**config.mk**
```make
export PLATFORM = sky130hd
export DESIGN_NAME = nic_receive_ring_deframer_top
export DESIGN_NICKNAME = d
export VERILOG_FILES = /design/src/rtl/nrrd_pkg.sv /design/src/rtl/nic_receive_ring_deframer_top.sv
export SDC_FILE = /design/constraint.sdc
export NUM_CORES = 1
export LEC_CHECK = 0
export BUFFER_PORTS_ARGS = -buffer_cell sky130_fd_sc_hd__buf_4
export CORE_UTILIZATION = 50
export CTS_CLUSTER_DIAMETER = 120
export DETAILED_ROUTE_END_ITERATION = 10
export GPL_TIMING_DRIVEN = 0
export PLACE_DENSITY = 0.68
export REMOVE_ABC_BUFFERS = 1
export SLEW_MARGIN = 20
export SYNTH_ARGS = -nofsm -noshare
export SYNTH_HDL_FRONTEND = slang
export SYNTH_SLANG_ARGS = --single-unit
```
**constraint.sdc**
```tcl
create_clock -name i_clk -period 8.8 [get_ports i_clk]
set_input_delay 0.44 -clock i_clk [delete_from_list [all_inputs] [get_ports i_clk]]
set_output_delay 0.44 -clock i_clk [all_outputs]
set_load 0.03 [all_outputs]
```
**src/rtl/nrrd_pkg.sv**
```systemverilog
// nrrd_pkg: shared constants, register map, result codes and types for the
// receive ring deframer. No dependencies.
`timescale 1ns / 1ps

package nrrd_pkg;

    // Ring size default for the top-level parameter
    localparam int unsigned RING_BYTES_DEF = 65536;

    // Configuration port geometry
    localparam int unsigned APB_ADDR_W = 5;
    localparam int unsigned APB_DATA_W = 32;

    // Register indexes (byte address = 4 * index)
    localparam logic [2:0] REG_MIN_LEN = 3'd0;
    localparam logic [2:0] REG_MAX_LEN = 3'd1;
    localparam logic [2:0] REG_ACCEPT  = 3'd2;
    localparam logic [2:0] REG_REJECT  = 3'd3;
    localparam logic [2:0] REG_BIAS    = 3'd4;

    // Register reset values
    localparam logic [15:0] RST_MIN_LEN = 16'd64;
    localparam logic [15:0] RST_MAX_LEN = 16'd1518;
    localparam logic [15:0] RST_ACCEPT  = 16'd1;
    localparam logic [15:0] RST_REJECT  = 16'd62;
    localparam logic [15:0] RST_BIAS    = 16'd16;

    // Parser phase codes
    localparam logic [1:0] PH_HEADER  = 2'd0;
    localparam logic [1:0] PH_BODY    = 2'd1;
    localparam logic [1:0] PH_CORRUPT = 2'd2;

    // Result kinds
    localparam logic [1:0] KIND_PAYLOAD = 2'd0;
    localparam logic [1:0] KIND_ACCEPT  = 2'd1;
    localparam logic [1:0] KIND_DROP    = 2'd2;
    localparam logic [1:0] KIND_CORRUPT = 2'd3;

    // One result item
    typedef struct packed {
        logic [1:0]  kind;
        logic [7:0]  data_byte;
        logic        last_byte;
        logic [15:0] entry_status;
        logic [15:0] frame_length;
        logic [15:0] release_pointer;
    } t_result;

endpackage

```
**src/rtl/nic_receive_ring_deframer_top.sv**
```systemverilog
// Receive ring deframer top level: header parse, payload pass-through,
// release pointer generation, APB register file and output skid stage.
// Depends on nrrd_pkg.
`timescale 1ns / 1ps

// Takes one ring byte per cycle (i_in_valid / o_in_stall) and gives at most
// one result a byte, registered as the byte is accepted; sustained rate is one
// byte per clock unless stalled. All per-byte work sits between the state
// registers and a single output register, backed by a one-entry skid register
// so the input keeps flowing while a result waits; o_in_stall rises only when
// the skid entry is occupied. The next read position (entry start + 4 + padded
// body, modulo RING_BYTES) is reduced over the first two body bytes with one
// reciprocal multiply and one constant multiply, each registered. Configure
// through the APB port only while idle; there is no clearing pass after reset.
module nic_receive_ring_deframer_top #(
    parameter int unsigned RING_BYTES = nrrd_pkg::RING_BYTES_DEF
) (
    input  logic                              i_clk,
    input  logic                              i_rst_n,
    // APB configuration port
    input  logic                              psel,
    input  logic                              penable,
    input  logic                              pwrite,
    input  logic [nrrd_pkg::APB_ADDR_W-1:0]   paddr,
    input  logic [nrrd_pkg::APB_DATA_W-1:0]   pwdata,
    output logic [nrrd_pkg::APB_DATA_W-1:0]   prdata,
    output logic                              pready,
    // Input items
    input  logic                              i_in_valid,
    output logic                              o_in_stall,
    input  logic [7:0]                        i_ring_byte,
    input  logic                              i_restart,
    // Result items
    output logic                              o_out_valid,
    input  logic                              i_out_stall,
    output logic [1:0]                        o_kind,
    output logic [7:0]                        o_data_byte,
    output logic                              o_last_byte,
    output logic [15:0]                       o_entry_status,
    output logic [15:0]                       o_frame_length,
    output logic [15:0]                       o_release_pointer
);

    // Modulo reduction constants: sum < 2^18, q_est = floor(sum * M / 2^30)
    // is the true quotient or one below it.
    localparam int unsigned SUM_W   = 18;
    localparam int unsigned SHIFT_S = 30;
    localparam int unsigned Q_W     = 2 * SUM_W - SHIFT_S;
    localparam logic [16:0]      RingW  = 17'(RING_BYTES);
    localparam logic [SUM_W-1:0] RecipM = SUM_W'((64'd1 << SHIFT_S) / RING_BYTES);

    // Configuration registers
    logic [15:0] r_min_len, r_max_len, r_accept, r_reject, r_bias;

    // Parser state
    logic [1:0]  r_phase,  n_phase;
    logic [15:0] r_off,    n_off;
    logic [15:0] r_status, n_status;
    logic [15:0] r_len,    n_len;
    logic [15:0] r_pos,    n_pos;
    logic        r_good,   n_good;
    // Per-entry derived values, loaded at header end
    logic [15:0] r_last_idx, n_last_idx;
    logic [15:0] r_plen,     n_plen;
    logic [SUM_W-1:0] r_sum, n_sum;
    logic [Q_W-1:0]   r_quot, n_quot;
    logic [15:0]      r_next_pos, n_next_pos;

    // Output and skid stages
    logic             r_ovalid, r_svalid;
    nrrd_pkg::t_result r_out, r_skid;

    // Combinational working signals
    logic        in_acc;
    logic [1:0]  e_phase;
    logic [15:0] e_off, e_status, e_len, e_pos;
    logic [15:0] hdr_status, hdr_len, hdr_plen;
    logic        hdr_bad, hdr_good;
    logic [16:0] pos_plus4, zero_len_pos, hdr_body;
    logic [35:0] w_prod;
    logic [22:0] w_qr;
    logic [SUM_W-1:0] w_rem, w_red;
    logic        res_valid;
    nrrd_pkg::t_result res;
    logic        out_free;
    logic        cfg_wr;

    assign in_acc     = i_in_valid && !r_svalid;
    assign o_in_stall = r_svalid;

    // ---------------- configuration port ----------------
    assign pready = 1'b1;
    assign cfg_wr = psel && penable && pwrite;

    always_ff @(posedge i_clk) begin
        if (!i_rst_n) begin
            r_min_len <= nrrd_pkg::RST_MIN_LEN;
            r_max_len <= nrrd_pkg::RST_MAX_LEN;
            r_accept  <= nrrd_pkg::RST_ACCEPT;
            r_reject  <= nrrd_pkg::RST_REJECT;
            r_bias    <= nrrd_pkg::RST_BIAS;
        end else if (cfg_wr) begin
            unique case (paddr[4:2])
                nrrd_pkg::REG_MIN_LEN: r_min_len <= pwdata[15:0];
                nrrd_pkg::REG_MAX_LEN: r_max_len <= pwdata[15:0];
                nrrd_pkg::REG_ACCEPT:  r_accept  <= pwdata[15:0];
                nrrd_pkg::REG_REJECT:  r_reject  <= pwdata[15:0];
                nrrd_pkg::REG_BIAS:    r_bias    <= pwdata[15:0];
                default: ;
            endcase
        end
    end

    // Read mux
    always_comb begin
        unique case (paddr[4:2])
            nrrd_pkg::REG_MIN_LEN: prdata = {16'h0000, r_min_len};
            nrrd_pkg::REG_MAX_LEN: prdata = {16'h0000, r_max_len};
            nrrd_pkg::REG_ACCEPT:  prdata = {16'h0000, r_accept};
            nrrd_pkg::REG_REJECT:  prdata = {16'h0000, r_reject};
            nrrd_pkg::REG_BIAS:    prdata = {16'h0000, r_bias};
            default:               prdata = '0;
        endcase
    end

    // ---------------- header field capture ----------------
    // Restart makes this byte header byte 0 of a fresh ring.
    assign e_phase  = i_restart ? nrrd_pkg::PH_HEADER : r_phase;
    assign e_off    = i_restart ? 16'd0 : r_off;
    assign e_status = i_restart ? 16'd0 : r_status;
    assign e_len    = i_restart ? 16'd0 : r_len;
    assign e_pos    = i_restart ? 16'd0 : r_pos;

    always_comb begin
        hdr_status = e_status;
        hdr_len    = e_len;
        unique case (e_off[1:0])
            2'd0: hdr_status = {8'h00, i_ring_byte};
            2'd1: hdr_status = {i_ring_byte, e_status[7:0]};
            2'd2: hdr_len    = {8'h00, i_ring_byte};
            2'd3: hdr_len    = {i_ring_byte, e_len[7:0]};
            default: ;
        endcase
    end

    assign hdr_bad  = (hdr_len < r_min_len) || (hdr_len > r_max_len);
    assign hdr_good = (|(hdr_status & r_accept)) && !(|(hdr_status & r_reject));
    assign hdr_plen = (hdr_len >= 16'd4) ? (hdr_len - 16'd4) : 16'd0;
    assign hdr_body = ({1'b0, hdr_len} + 17'd3) & ~17'd3;

    // Zero-length entry: next position is start + 4, one wrap at most
    assign pos_plus4    = {1'b0, e_pos} + 17'd4;
    assign zero_len_pos = (pos_plus4 >= RingW) ? (pos_plus4 - RingW) : pos_plus4;

    // ---------------- next position reduction ----------------
    assign w_prod = 36'(r_sum) * 36'(RecipM);
    assign w_qr   = 23'(r_quot) * 23'(RingW);
    assign w_rem  = r_sum - w_qr[SUM_W-1:0];
    assign w_red  = (w_rem >= SUM_W'(RingW)) ? (w_rem - SUM_W'(RingW)) : w_rem;

    // ---------------- per-item next state and result ----------------
    always_comb begin
        n_phase    = r_phase;
        n_off      = r_off;
        n_status   = r_status;
        n_len      = r_len;
        n_pos      = r_pos;
        n_good     = r_good;
        n_last_idx = r_last_idx;
        n_plen     = r_plen;
        n_sum      = r_sum;
        n_quot     = r_quot;
        n_next_pos = r_next_pos;
        res_valid  = 1'b0;
        res        = '0;

        if (in_acc) begin
            if (i_restart) begin
                n_phase  = nrrd_pkg::PH_HEADER;
                n_off    = 16'd0;
                n_status = 16'd0;
                n_len    = 16'd0;
                n_pos    = 16'd0;
                n_good   = 1'b0;
            end
            unique case (e_phase)
                nrrd_pkg::PH_HEADER: begin
                    n_status = hdr_status;
                    n_len    = hdr_len;
                    if (e_off[1:0] != 2'd3) begin
                        n_off = e_off + 16'd1;
                    end else if (hdr_bad) begin
                        // Corrupt length: park until restart
                        n_phase   = nrrd_pkg::PH_CORRUPT;
                        n_off     = 16'd0;
                        n_pos     = 16'd0;
                        res_valid = 1'b1;
                        res.kind  = nrrd_pkg::KIND_CORRUPT;
                        res.entry_status    = hdr_status;
                        res.release_pointer = 16'd0 - r_bias;
                    end else begin
                        n_good     = hdr_good;
                        n_off      = 16'd0;
                        n_plen     = hdr_plen;
                        n_last_idx = 16'(hdr_body - 17'd1);
                        n_sum      = SUM_W'(e_pos) + SUM_W'(4) + SUM_W'(hdr_body);
                        if (hdr_len == 16'd0) begin
                            // Empty entry ends on its last header byte
                            n_phase   = nrrd_pkg::PH_HEADER;
                            n_pos     = zero_len_pos[15:0];
                            res_valid = 1'b1;
                            res.kind  = hdr_good ? nrrd_pkg::KIND_ACCEPT
                                                 : nrrd_pkg::KIND_DROP;
                            res.entry_status    = hdr_status;
                            res.release_pointer = zero_len_pos[15:0] - r_bias;
                        end else begin
                            n_phase = nrrd_pkg::PH_BODY;
                        end
                    end
                end
                nrrd_pkg::PH_BODY: begin
                    if (r_off >= r_last_idx) begin
                        // Final padded byte: release the entry
                        n_phase   = nrrd_pkg::PH_HEADER;
                        n_off     = 16'd0;
                        n_pos     = r_next_pos;
                        res_valid = 1'b1;
                        res.kind  = r_good ? nrrd_pkg::KIND_ACCEPT : nrrd_pkg::KIND_DROP;
                        res.entry_status    = r_status;
                        res.frame_length    = r_plen;
                        res.release_pointer = r_next_pos - r_bias;
                    end else begin
                        n_off = r_off + 16'd1;
                        // Two-step modulo over the first body bytes
                        if (r_off == 16'd0) begin
                            n_quot = w_prod[35:SHIFT_S];
                        end
                        if (r_off == 16'd1) begin
                            n_next_pos = w_red[15:0];
                        end
                        if (r_good && (r_off < r_plen)) begin
                            res_valid = 1'b1;
                            res.kind  = nrrd_pkg::KIND_PAYLOAD;
                            res.data_byte    = i_ring_byte;
                            res.last_byte    = (r_off + 16'd1 == r_plen);
                            res.entry_status = r_status;
                            res.frame_length = r_plen;
                        end
                    end
                end
                default: ;   // corrupt phase and unused code discard bytes
            endcase
        end
    end

    // Parser state registers
    always_ff @(posedge i_clk) begin
        if (!i_rst_n) begin
            r_phase  <= nrrd_pkg::PH_HEADER;
            r_off    <= 16'd0;
            r_status <= 16'd0;
            r_len    <= 16'd0;
            r_pos    <= 16'd0;
            r_good   <= 1'b0;
        end else begin
            r_phase  <= n_phase;
            r_off    <= n_off;
            r_status <= n_status;
            r_len    <= n_len;
            r_pos    <= n_pos;
            r_good   <= n_good;
        end
    end

    // Per-entry values
    always_ff @(posedge i_clk) begin
        r_last_idx <= n_last_idx;
        r_plen     <= n_plen;
        r_sum      <= n_sum;
        r_quot     <= n_quot;
        r_next_pos <= n_next_pos;
    end

    // ---------------- output register and skid ----------------
    assign out_free = !r_ovalid || !i_out_stall;

    always_ff @(posedge i_clk) begin
        if (!i_rst_n) begin
            r_ovalid <= 1'b0;
            r_svalid <= 1'b0;
        end else if (out_free) begin
            r_ovalid <= r_svalid || res_valid;
            r_svalid <= 1'b0;
        end else if (res_valid) begin
            r_svalid <= 1'b1;
        end
    end

    always_ff @(posedge i_clk) begin
        if (out_free) begin
            r_out <= r_svalid ? r_skid : res;
        end
        if (!out_free && res_valid) begin
            r_skid <= res;
        end
    end

    assign o_out_valid       = r_ovalid;
    assign o_kind            = r_out.kind;
    assign o_data_byte       = r_out.data_byte;
    assign o_last_byte       = r_out.last_byte;
    assign o_entry_status    = r_out.entry_status;
    assign o_frame_length    = r_out.frame_length;
    assign o_release_pointer = r_out.release_pointer;

`ifndef NO_ASSERTIONS
    // A skid entry only exists behind a held output
    a_skid_behind_out: assert property (@(posedge i_clk) disable iff (!i_rst_n)
        r_svalid |-> r_ovalid)
        else $error("skid entry without output entry");

    // Body phase always has at least four padded bytes
    a_body_min: assert property (@(posedge i_clk) disable iff (!i_rst_n)
        (r_phase == nrrd_pkg::PH_BODY) |-> (r_last_idx >= 16'd3))
        else $error("body entered with short padded length");

    // Reduced next position is inside the ring once it is used
    a_next_in_ring: assert property (@(posedge i_clk) disable iff (!i_rst_n)
        (r_phase == nrrd_pkg::PH_BODY && r_off >= 16'd2) |->
            ({1'b0, r_next_pos} < RingW))
        else $error("next read position outside ring");

    // Payload items never carry a release pointer and always carry a nonzero frame length
    a_payload_fields: assert property (@(posedge i_clk) disable iff (!i_rst_n)
        (r_ovalid && r_out.kind == nrrd_pkg::KIND_PAYLOAD) |->
            (r_out.release_pointer == 16'd0 && r_out.frame_length != 16'd0))
        else $error("payload item with bad fields");

    // Nothing leaves the parser while parked on a corrupt entry
    a_corrupt_quiet: assert property (@(posedge i_clk) disable iff (!i_rst_n)
        (r_phase == nrrd_pkg::PH_CORRUPT && !i_restart) |-> !res_valid)
        else $error("result produced in corrupt phase");
`endif

endmodule
```
After elaboration in Yosys (flattened, before gate mapping)
Index checks and enable logic that the tools add are counted.

cells by class
  $add $sub $neg = 14
  $mul = 0
  divide/modulo/power cells = 0
  magnitude comparators = 7
  eq/ne operators = 11
  shift-type cells = 0
  muxes and demuxes = 59
  bitwise logic cells = 6
  reduce and logical (&&, ||, !) cells = 30

operators by type and width
  kind                                                    number
  2-to-1 mux 16 bit                                       22
  case mux 16 bit (2 select lines)                        6
  2-to-1 mux 59 bit                                       2
  case mux 16 bit (5 select lines)                        1
  subtractor 16 x 1 -> 16 bit (second input constant)     3
  2-to-1 mux 41 bit                                       1
  adder 16 x 3 -> 17 bit (second input constant)          2
  adder 16 x 1 -> 16 bit (second input constant)          2
  bitwise AND 16 bit                                      2
  zero test 16 bit                                        2
  less-than comparator 16 bit                             2
  2-to-1 mux 32 bit                                       1
  OR reduction 16 bit                                     2
  subtractor 16 bit                                       2
  2-to-1 mux 2 bit                                        10
  adder 17 x 17 -> 18 bit                                 1
  >= comparator 18 x 17 -> 1 bit (second input constant)  1
  2-to-1 mux 9 bit                                        2
  subtractor 18 bit                                       1
  adder 16 x 2 -> 17 bit (second input constant)          1
  >= comparator 17 bit (second input constant)            1
  equality test 16 x 1 -> 1 bit (second input constant)   1
  equality test 16 bit                                    1
  >= comparator 16 bit                                    1
  other kinds (22)                                        57

storage, ports and cells
  flip-flop bits (word level) = 335
  bits in latches = 0
  bits in writable memories = 0
  memory bits (read-only) = 0
  input bits = 53
  output and inout bits = 94
  logic and storage cells = 157
  memories kept = 0

Logic depth before layout (Yosys ltp)
Gate-level depths: netlist of run 1.

  depth in word-level cells = 14
  gate-level depth with buffers = 25

Worst setup path before layout of run 1
No wires, ideal clock.

  path type = input -> register
  start point = input i_restart
  end point = register r_skid[0] in the netlist's numbering, enable pin
  library setup time = 0.564 ns
  data arrival time = 7.979 ns
  data required time = 8.236 ns
  slack = 0.257 ns
  cell stages on the path = 17
  buffers on the path = 3
  path through = inv_1 > clkbuf_1 > nand2_1 > inv_1 > ha_1 > buf_2 > nand2b_4 > a32o_1 > clkbuf_1 > ha_1 > a21o_1 > a2111oi_0 > o31ai_1 > nor2_1 > a21o_1 > o21ai_1 > a211oi_1

on the way
  word-level cells in the longest chain between the ends = 10
  elaborated cells on any way between the ends = 19
  those cells by class = order compare: 2; eq/ne: 4; mux: 9; reduce/logical: 4

RTL lines
  what                                                         RTL line                                                                    RTL
  start: declaration                                           nic_receive_ring_deframer_top.sv:32                                         input logic i_restart,
  2-to-1 mux 16 bit                                            -
  equality test 2 bit                                          nic_receive_ring_deframer_top.sv:137                                        unique case (e_off[1:0])
  case mux 16 bit (2 select lines)                             nic_receive_ring_deframer_top.sv:137
  less-than comparator 16 bit, or another cell as far along    nic_receive_ring_deframer_top.sv:146                                        assign hdr_bad = (hdr_len < r_min_len) || (hdr_len > r_max_len);
  logical OR 1 bit / 2-to-1 mux 1 bit (equally long branches)  nic_receive_ring_deframer_top.sv:146, nic_receive_ring_deframer_top.sv:207
  2-to-1 mux 1 bit                                             nic_receive_ring_deframer_top.sv:192                                        end else if (hdr_bad) begin
  2-to-1 mux 1 bit                                             nic_receive_ring_deframer_top.sv:190                                        if (e_off[1:0] != 2'd3) begin
  case mux 1 bit (2 select lines) *                            nic_receive_ring_deframer_top.sv:186                                        unique case (e_phase)
  2-to-1 mux 1 bit *                                           nic_receive_ring_deframer_top.sv:177                                        if (in_acc) begin
  logical AND 1 bit *                                          nic_receive_ring_deframer_top.sv:303                                        if (!out_free && res_valid) begin
  end signal: assignment                                       nic_receive_ring_deframer_top.sv:304                                        r_skid <= res;
  end: declaration                                             nic_receive_ring_deframer_top.sv:71                                         nrrd_pkg::t_result r_out, r_skid;

Every way passes the cells marked *; elsewhere a longest branch is shown, timed or not.
A chain may end at the register's enable or synchronous reset.

Final worst setup path of run 1
  start point = register r_off[1]
  end point = register r_skid[54] in the netlist's numbering, enable pin

on the way
  word-level cells in the longest chain between the ends = 10
  elaborated cells on any way between the ends = 20
  those cells by class = order compare: 4; eq/ne: 3; mux: 9; reduce/logical: 4

RTL lines
  what                                                         RTL line                                                                    RTL
  start: declaration                                           nic_receive_ring_deframer_top.sv:57                                         logic [15:0] r_off, n_off;
  start signal: assignment                                     nic_receive_ring_deframer_top.sv:267                                        r_off <= n_off;
  2-to-1 mux 16 bit                                            -
  equality test 2 bit                                          nic_receive_ring_deframer_top.sv:137
  case mux 16 bit (2 select lines)                             nic_receive_ring_deframer_top.sv:137
  less-than comparator 16 bit, or another cell as far along    nic_receive_ring_deframer_top.sv:146
  logical OR 1 bit / 2-to-1 mux 1 bit (equally long branches)  nic_receive_ring_deframer_top.sv:146, nic_receive_ring_deframer_top.sv:207
  2-to-1 mux 1 bit                                             nic_receive_ring_deframer_top.sv:192
  2-to-1 mux 1 bit                                             nic_receive_ring_deframer_top.sv:190
  case mux 1 bit (2 select lines) *                            nic_receive_ring_deframer_top.sv:186
  2-to-1 mux 1 bit *                                           nic_receive_ring_deframer_top.sv:177
  logical AND 1 bit *                                          nic_receive_ring_deframer_top.sv:303

Marks and branches as above.

==> run metrics, run 1 <==
Residual DRC 0; CP max stage cell a21o_1; maximum VDD drop around 0.11 mV; Slew Viols, Final 0; TritonCTS clock tree yes; clk sinks ~330; critical path launch point type flip-flop; Via Count between 15,000 and 20,000; clk_lat worst skew between 500 and 600 ps; Core Footprint approximately 39,000 um^2; Period minus WS final about 7400 ps; Iter 0 DRT Violations 1,485; Synth top area share between 20% and 30%; post-CTS resize count 0; FMAX about 130 MHz; Min-Delay Path Depth 3; Final Cycle Share between 80% and 90%; dpl cells around 2,700; Core Rows 72; gp weighted congestion roughly 0.91; Final Instance Count excl. Fillers between 2,000 and 3,000; post-synth top area cell edfxtp_1; Worst path depth 15; antenna violations before repair 0; crit-path max cell delay just under 900 ps; CP Data Required Time about 9000 ps; Post-synth top cells 315 x nand2_1, 189 x a21oi_1, 180 x edfxtp_1; GR Overflow Total 0; antenna cell count 0; WL/cell just over 20 um; Syn. warnings 0; dpl ws about 1100 ps; CTS buffer count 37; Final Util ~57%; post-synthesis cell count between 2,000 and 2,500; most numerous cell in the Yosys netlist nand2_1; share of layout cells above drive strength 1 a little under an eighth; CP Capture Type flip-flop; die area 39,900 um^2; largest cells by area after synthesis edfxtp_1 28%, dfxtp_1 15%, ha_1 8.0%; normalized max-slew margin 23.8%; status finished clean; ys async rst share 0%; post-synthesis cell area between 15,000 and 20,000 um^2; first-pass GRT wire length approximately 87 mm; clock transition at the registers of the reported paths approximately 60 ps; global router's overall resource usage roughly 28%; effective utilization at floorplan around half; number of synthesized register bits ~330; Max FO, Critical Path 33; Synth cell types a little over 90; largest net degree at the start of global routing between 90 and 100; die width between 150 and 200 um; Worst Tran Pin Value 1140 ps; LEAKAGE just over 0.009 uW; port bufs 111; CP cell instances nand2b_2 -> inv_2 -> ha_1 -> nand2b_4 -> a32o_1 -> ha_1 -> a21o_1 -> a2111oi_0 -> o31ai_1 -> nor2_1 -> a21o_1 -> o21ai_1 -> a211oi_4 -> buf_6 -> buf_6; CTS HTree Levels 2; Final WS setup 1380 ps; I/O Pins 147; EDFF count, synth 180; R2R cell count 15; RSZ-0062 raised after global routing false; CP delay by family, top compound AO/OA/AOI/OAI gates; HP Class in2reg; worst hold margin between 150 and 200 ps; die height 200 um; Crit Path Class reg2reg; hold_buf cts 0; drt total wl between 50 and 60 mm; PD cells 155 nW/um^2; Max Root-Sink Buffers 3; sequential fraction of the synthesis area between 40% and 50%; Max Cap Violations 0; area post-placement between 20,000 and 25,000 um^2; drt first pass iters 5; Hold Violations, Final 0; Final HPWL DP a little over 40 mm; crit path DAT around 7700 ps; Final ANT Viol Nets 0; Setup Buffers After CTS 0; Final Cell Area 22,000 um^2; vias in the first global route between 15,000 and 20,000; Critical path buffers and inverters 3; Main synth FF type edfxtp_1; Root Buffer Master clkbuf_16; Via density 5.94; Area Overhead vs Synth 12.8%; Fin Clk Skew approximately 19 ps; # setup viols final 0; final net count 2,372; syn avg cell area a little over 9 um^2
[worst register-to-register path: cells and delay by family, from the launching register on]
| family | cells | cell delay [ps] |
|---|---|---|
| adders and majority gates | 2 | 1150 |
| and+or+nand+nor | 3 | 1090 |
| AOI/OAI and AO/OA | 7 | 3290 |
| DFF | 1 | 760 |
| buffers and inverters | 3 | 860 |
[layout make-up]
| type | count | area, um^2 |
|---|---|---|
| Inverter | 119 | 454 |
| Multi-Input combinational cell | 1579 | 10300 |
| Sequential cell | 329 | 8390 |
| Fill cell | 3510 | 16500 |
| Clock buffer | 52 | 1060 |
| Clock inverter | 16 | 160 |
| Tap cell | 518 | 648 |
| Timing Repair Buffer | 125 | 1050 |
[through the flow]
| step | total power, uW | TNS (ps) |
|---|---|---|
| 2_1_floorplan | 1770 | -29530 |
| 3_3_place_gp | 1850 | -312810 |
| 3_5_place_dp | 1860 | 0 |
| 4_1_cts | 3430 | 0 |
| 5_1_grt | 3510 | 0 |
| 6_report | 3410 | 0 |
[power breakdown]
part	leakage (uW)	switching [uW]	total, uW	internal (uW)
clock	0.000599	642	1580	934
combinational	0.00535	145	208	62.2
sequential	0.00319	12.2	1630	1610
[path summary, 6_finish.rpt]
kind | startpoint | endpoint | slack [ps]
setup / recovery | r_off[1] | r_skid[54] | 1380
hold / removal | pwdata[1] | r_reject[1] | 180
setup reg to reg | r_off[1] | r_skid[54] | 1380
hold reg to reg | r_sum[4] | r_next_pos[4] | 420
[placed cells by master (no fill, tap or decap), types with 11 or more instances in the layout]
master,n
a22oi_1,65
conb_1,17
o21a_1,16
a22o_1,20
nand3b_1,11
o21ai_0,86
nor4_1,12
edfxtp_1,180
or3_1,17
dfxtp_1,147
nor2_1,115
mux2_2,12
nand2_1,314
o211ai_1,15
buf_4,112
inv_1,110
nor3_1,18
o2bb2ai_1,12
nand2b_1,17
xnor2_1,79
nand3_1,65
a211oi_1,16
nor2b_1,28
xor2_1,36
and2_1,11
a31oi_1,17
o22ai_1,17
and3_1,28
ha_1,125
clkbuf_16,39
nand4_1,14
a21oi_1,187
a21o_1,65
[kinds of logic after synthesis]
logic type / count (synthesis) / synth area share [%]
mux: 17 / 1.01
buf+inv: 243 / 5.25
simple gates: 706 / 17.0
compound gates: 595 / 20.2
flops: 329 / 42.9
fa+ha+maj: 129 / 8.36
xor+xnor: 115 / 5.16
other cells: 2 / 0.0384
[metal layers]
layer / vias up / GRT usage, % / routed length (um)
met5: - / 0 / 0
met3: 124 / 4.89 / 3790
met2: 598 / 45.5 / 25700
li1: 7784 / - / -
met4: 0 / 12.4 / 2290
met1: 7758 / 37.9 / 24400
[registers in the layout, summed over array words and instances, names as in the netlist, 8 cells and up]
register	cells
r_max_len	16
r_plen	16
r_bias	16
r_skid	59
r_off	16
r_next_pos	16
o_release_pointer	16
o_frame_length	16
r_min_len	16
r_len	16
r_sum	16
r_accept	16
r_reject	16
r_status	16
o_data_byte	8
o_entry_status	16
r_pos	16
r_last_idx	14
No activity file was read; power rests on OpenSTA's default activity.
==> run 2, diff against run 1 <==
--- a/config.mk
+++ b/config.mk
@@ -5,12 +5,13 @@
 export SDC_FILE = /design/constraint.sdc
 export NUM_CORES = 1
 export LEC_CHECK = 0
+export ABC_AREA = 1
 export BUFFER_PORTS_ARGS = -buffer_cell sky130_fd_sc_hd__buf_4
 export CORE_UTILIZATION = 50
 export CTS_CLUSTER_DIAMETER = 120
 export DETAILED_ROUTE_END_ITERATION = 10
 export GPL_TIMING_DRIVEN = 0
-export PLACE_DENSITY = 0.68
+export PLACE_DENSITY = 0.65
 export REMOVE_ABC_BUFFERS = 1
 export SLEW_MARGIN = 20
 export SYNTH_ARGS = -nofsm -noshare
==> constraint.sdc (replaced) <==
create_clock -name i_clk -period 7.3 [get_ports i_clk]
set_input_delay 0.365 -clock i_clk [delete_from_list [all_inputs] [get_ports i_clk]]
set_output_delay 0.365 -clock i_clk [all_outputs]
set_load 0.03 [all_outputs]
==> run 2 against run 1 <==
Critical endpoint is now r_sum[15]. Hold slack got worse by 120 ps. Combinational power increased to 3.2 times the previous value. Clock power grew 27%. Clock-buffer cell count down 4. Setup slack worse by 660 ps. Synthesized cell count increased by 25%. Largest power group unchanged.
==> run metrics, run 2 <==
status finished clean; maximum VDD drop roughly 0.19 mV; post-synthesis cell count approximately 2,700; Final HPWL DP between 40 and 50 mm; R2R cell count 23; LEAKAGE 0.0105 uW; CP max stage cell dfxtp_1; Via Count between 15,000 and 20,000; vias in the first global route 17,300; Post-synth top cells 608 x nand2_1, 346 x inv_1, 229 x o21ai_0; CTS buffer count 38; hold endpoint r_reject[5]; ys async rst share 0%; Critical R2R Capture r_sum[15]; post-synth top area cell edfxtp_1; FF-to-FF setup slack approximately 710 ps; crit-path max cell delay 760 ps; Iter 0 DRT Violations roughly 1,700; clock transition at the registers of the reported paths ~60 ps; post-synthesis cell area roughly 20,000 um^2; Area Overhead vs Synth 12.9%; Multi-input gate area approximately 10,000 um^2; Synth cell types 56; sequential fraction of the synthesis area between 40% and 50%; FMAX approximately 150 MHz; largest net degree at the start of global routing 117; Reg area between 8000 and 9000 um^2; Final Cycle Share 90.2%; WL/cell between 15 and 20 um; syn avg cell area roughly 7.7 um^2; Final ANT Viol Nets 0; I/O Pins 147; Period minus WS final ~6600 ps; die width roughly 200 um; effective utilization at floorplan about half; clk sinks between 300 and 400; final net count approximately 3,000; EDFF count, synth 180; CTS HTree Levels 2; area post-placement about 22,000 um^2; TritonCTS clock tree yes; CP Capture Type flip-flop; clk_lat worst skew 570 ps; drt total wl between 60 and 70 mm; Core Rows 73; worst hold margin roughly 60 ps; crit path DAT between 6000 and 7000 ps; Via density around 5.6; Biggest register r_skid; global router's overall resource usage 30.5%; die height 204 um; number of synthesized register bits around 330; Worst Tran Pin Value ~1000 ps; Crit Path Class reg2reg; Max Root-Sink Buffers 3; Final Instance Count excl. Fillers 3,290; GR Overflow Total 0; Hold Violations, Final 0; Max Cap Violations 0; dpl cells 3,221; Min-Delay Path Depth 3; commonest non-fill, non-tap cell in the layout nand2_1; HP Class in2reg; antenna cell count 0; gp weighted congestion just under 1; critical path launch point type flip-flop; Main synth FF type edfxtp_1; PD cells slightly above 200 nW/um^2; hold_buf cts 0; Fillers 3,735; CP Data Required Time about 7600 ps; Synth top area share around a quarter; RSZ-0062 raised after global routing false; drt first pass iters 5; CP delay by family, top compound AO/OA/AOI/OAI gates; most numerous cell in the Yosys netlist nand2_1; Final Cell Area approximately 23,000 um^2; Residual DRC 0; hold_sp pwdata[5]; antenna violations before repair 1; CP cell instances inv_2 -> nor2_4 -> ha_2 -> inv_1 -> nand3_2 -> inv_2 -> o22ai_2 -> ha_1 -> inv_1 -> nor2_2 -> xor2_1 -> ha_1 -> inv_1 -> fa_1 -> o21ai_0 -> a21boi_0 -> o21ai_0 -> a21oi_1 -> o21bai_1 -> nand2_1 -> nand2_1 -> a21oi_1 -> xnor2_1; Slew Viols, Final 0; crit-path most repeated cell inv_1; Crit Reg-Reg Startpoint r_off[1]; # setup viols final 0; total power 4700 uW; max reg flops 59; Critical path buffers and inverters 5; Fin Clk Skew about 18 ps; Syn. warnings 0; most frequent cells in the layout 606 x nand2_1, 345 x inv_1, 229 x o21ai_0; Core Footprint between 40,000 and 50,000 um^2; share of layout cells above drive strength 1 approximately a tenth; largest cells by area after synthesis edfxtp_1 26%, dfxtp_1 15%, nand2_1 11%; die area 41,800 um^2; normalized max-slew margin around 32%; first-pass GRT wire length approximately 100 mm; Root Buffer Master clkbuf_16; Max FO, Critical Path 20; port bufs approximately 110
-- run 2: layout make-up --
class / count / area share [%]
clock buffer: 48 / 4.58
clock inverter: 21 / 1.06
inverter: 363 / 5.90
multi-input combinational: 1878 / 44.7
sequential: 329 / 36.3
tap: 525 / 2.84
timing repair buffer: 126 / 4.69
-- run 2: power by group --
part	switching, uW	internal (uW)
logic	476	198
clock network	797	1210
registers	33.6	1980
-- run 2: cell families after synthesis --
group,after synthesis,synth area share [%]
AOI/OAI and AO/OA,568,15.6
xor gates and xnor gates,80,3.55
adders and majority gates,128,7.92
buffers and inverters,478,9.32
DFF,329,40.9
other,2,0.0366
and+or+nand+nor,1085,22.7
-- run 2: worst max-delay path by stage --
stage	cells after the start	start	slack, ps	to
after floorplan	5	o_in_stall	180	r_skid[0]
after global placement	5	o_in_stall	-3950	r_skid[13]
after detailed placement	23	r_off[1]	520	r_sum[15]
after CTS	24	r_off[1]	490	r_sum[15]
after global routing	23	r_off[1]	220	r_sum[15]
final	23	r_off[1]	710	r_sum[15]
-- run 2: routing by layer --
layer  global-route usage, %  wire (um)  part of all wire, %  vias to the layer above
met3                    5.44       4710                  7.5                      124
li1                        -          -                    -                     9039
met4                    10.3       2130                  3.4                        0
met2                    48.7      28600                   45                      679
met1                    41.4      27700                   44                     8671
met5                       0          0                    0                        -
-- run 2: metrics by stage --
step	util (%)	setup TNS [ps]	setup WS [ps]
after floorplan	-	0	184
after global placement	53.6	-321020	-3950
after detailed placement	54.4	0	521
after CTS	57.7	0	491
after global routing	57.7	0	219
final	57.7	0	714
-- run 2: what timing repair did --
action	CTS	global route
buffers inserted	0	0
gates resized for setup	0	1
setup endpoints to repair	0	1
endpoints found under the hold margin	0	0
-- run 2: worst min-delay path: cells and delay by family --
family | cells | cell delay (ps)
buf+inv | 1 | 120
simple gates | 2 | 100
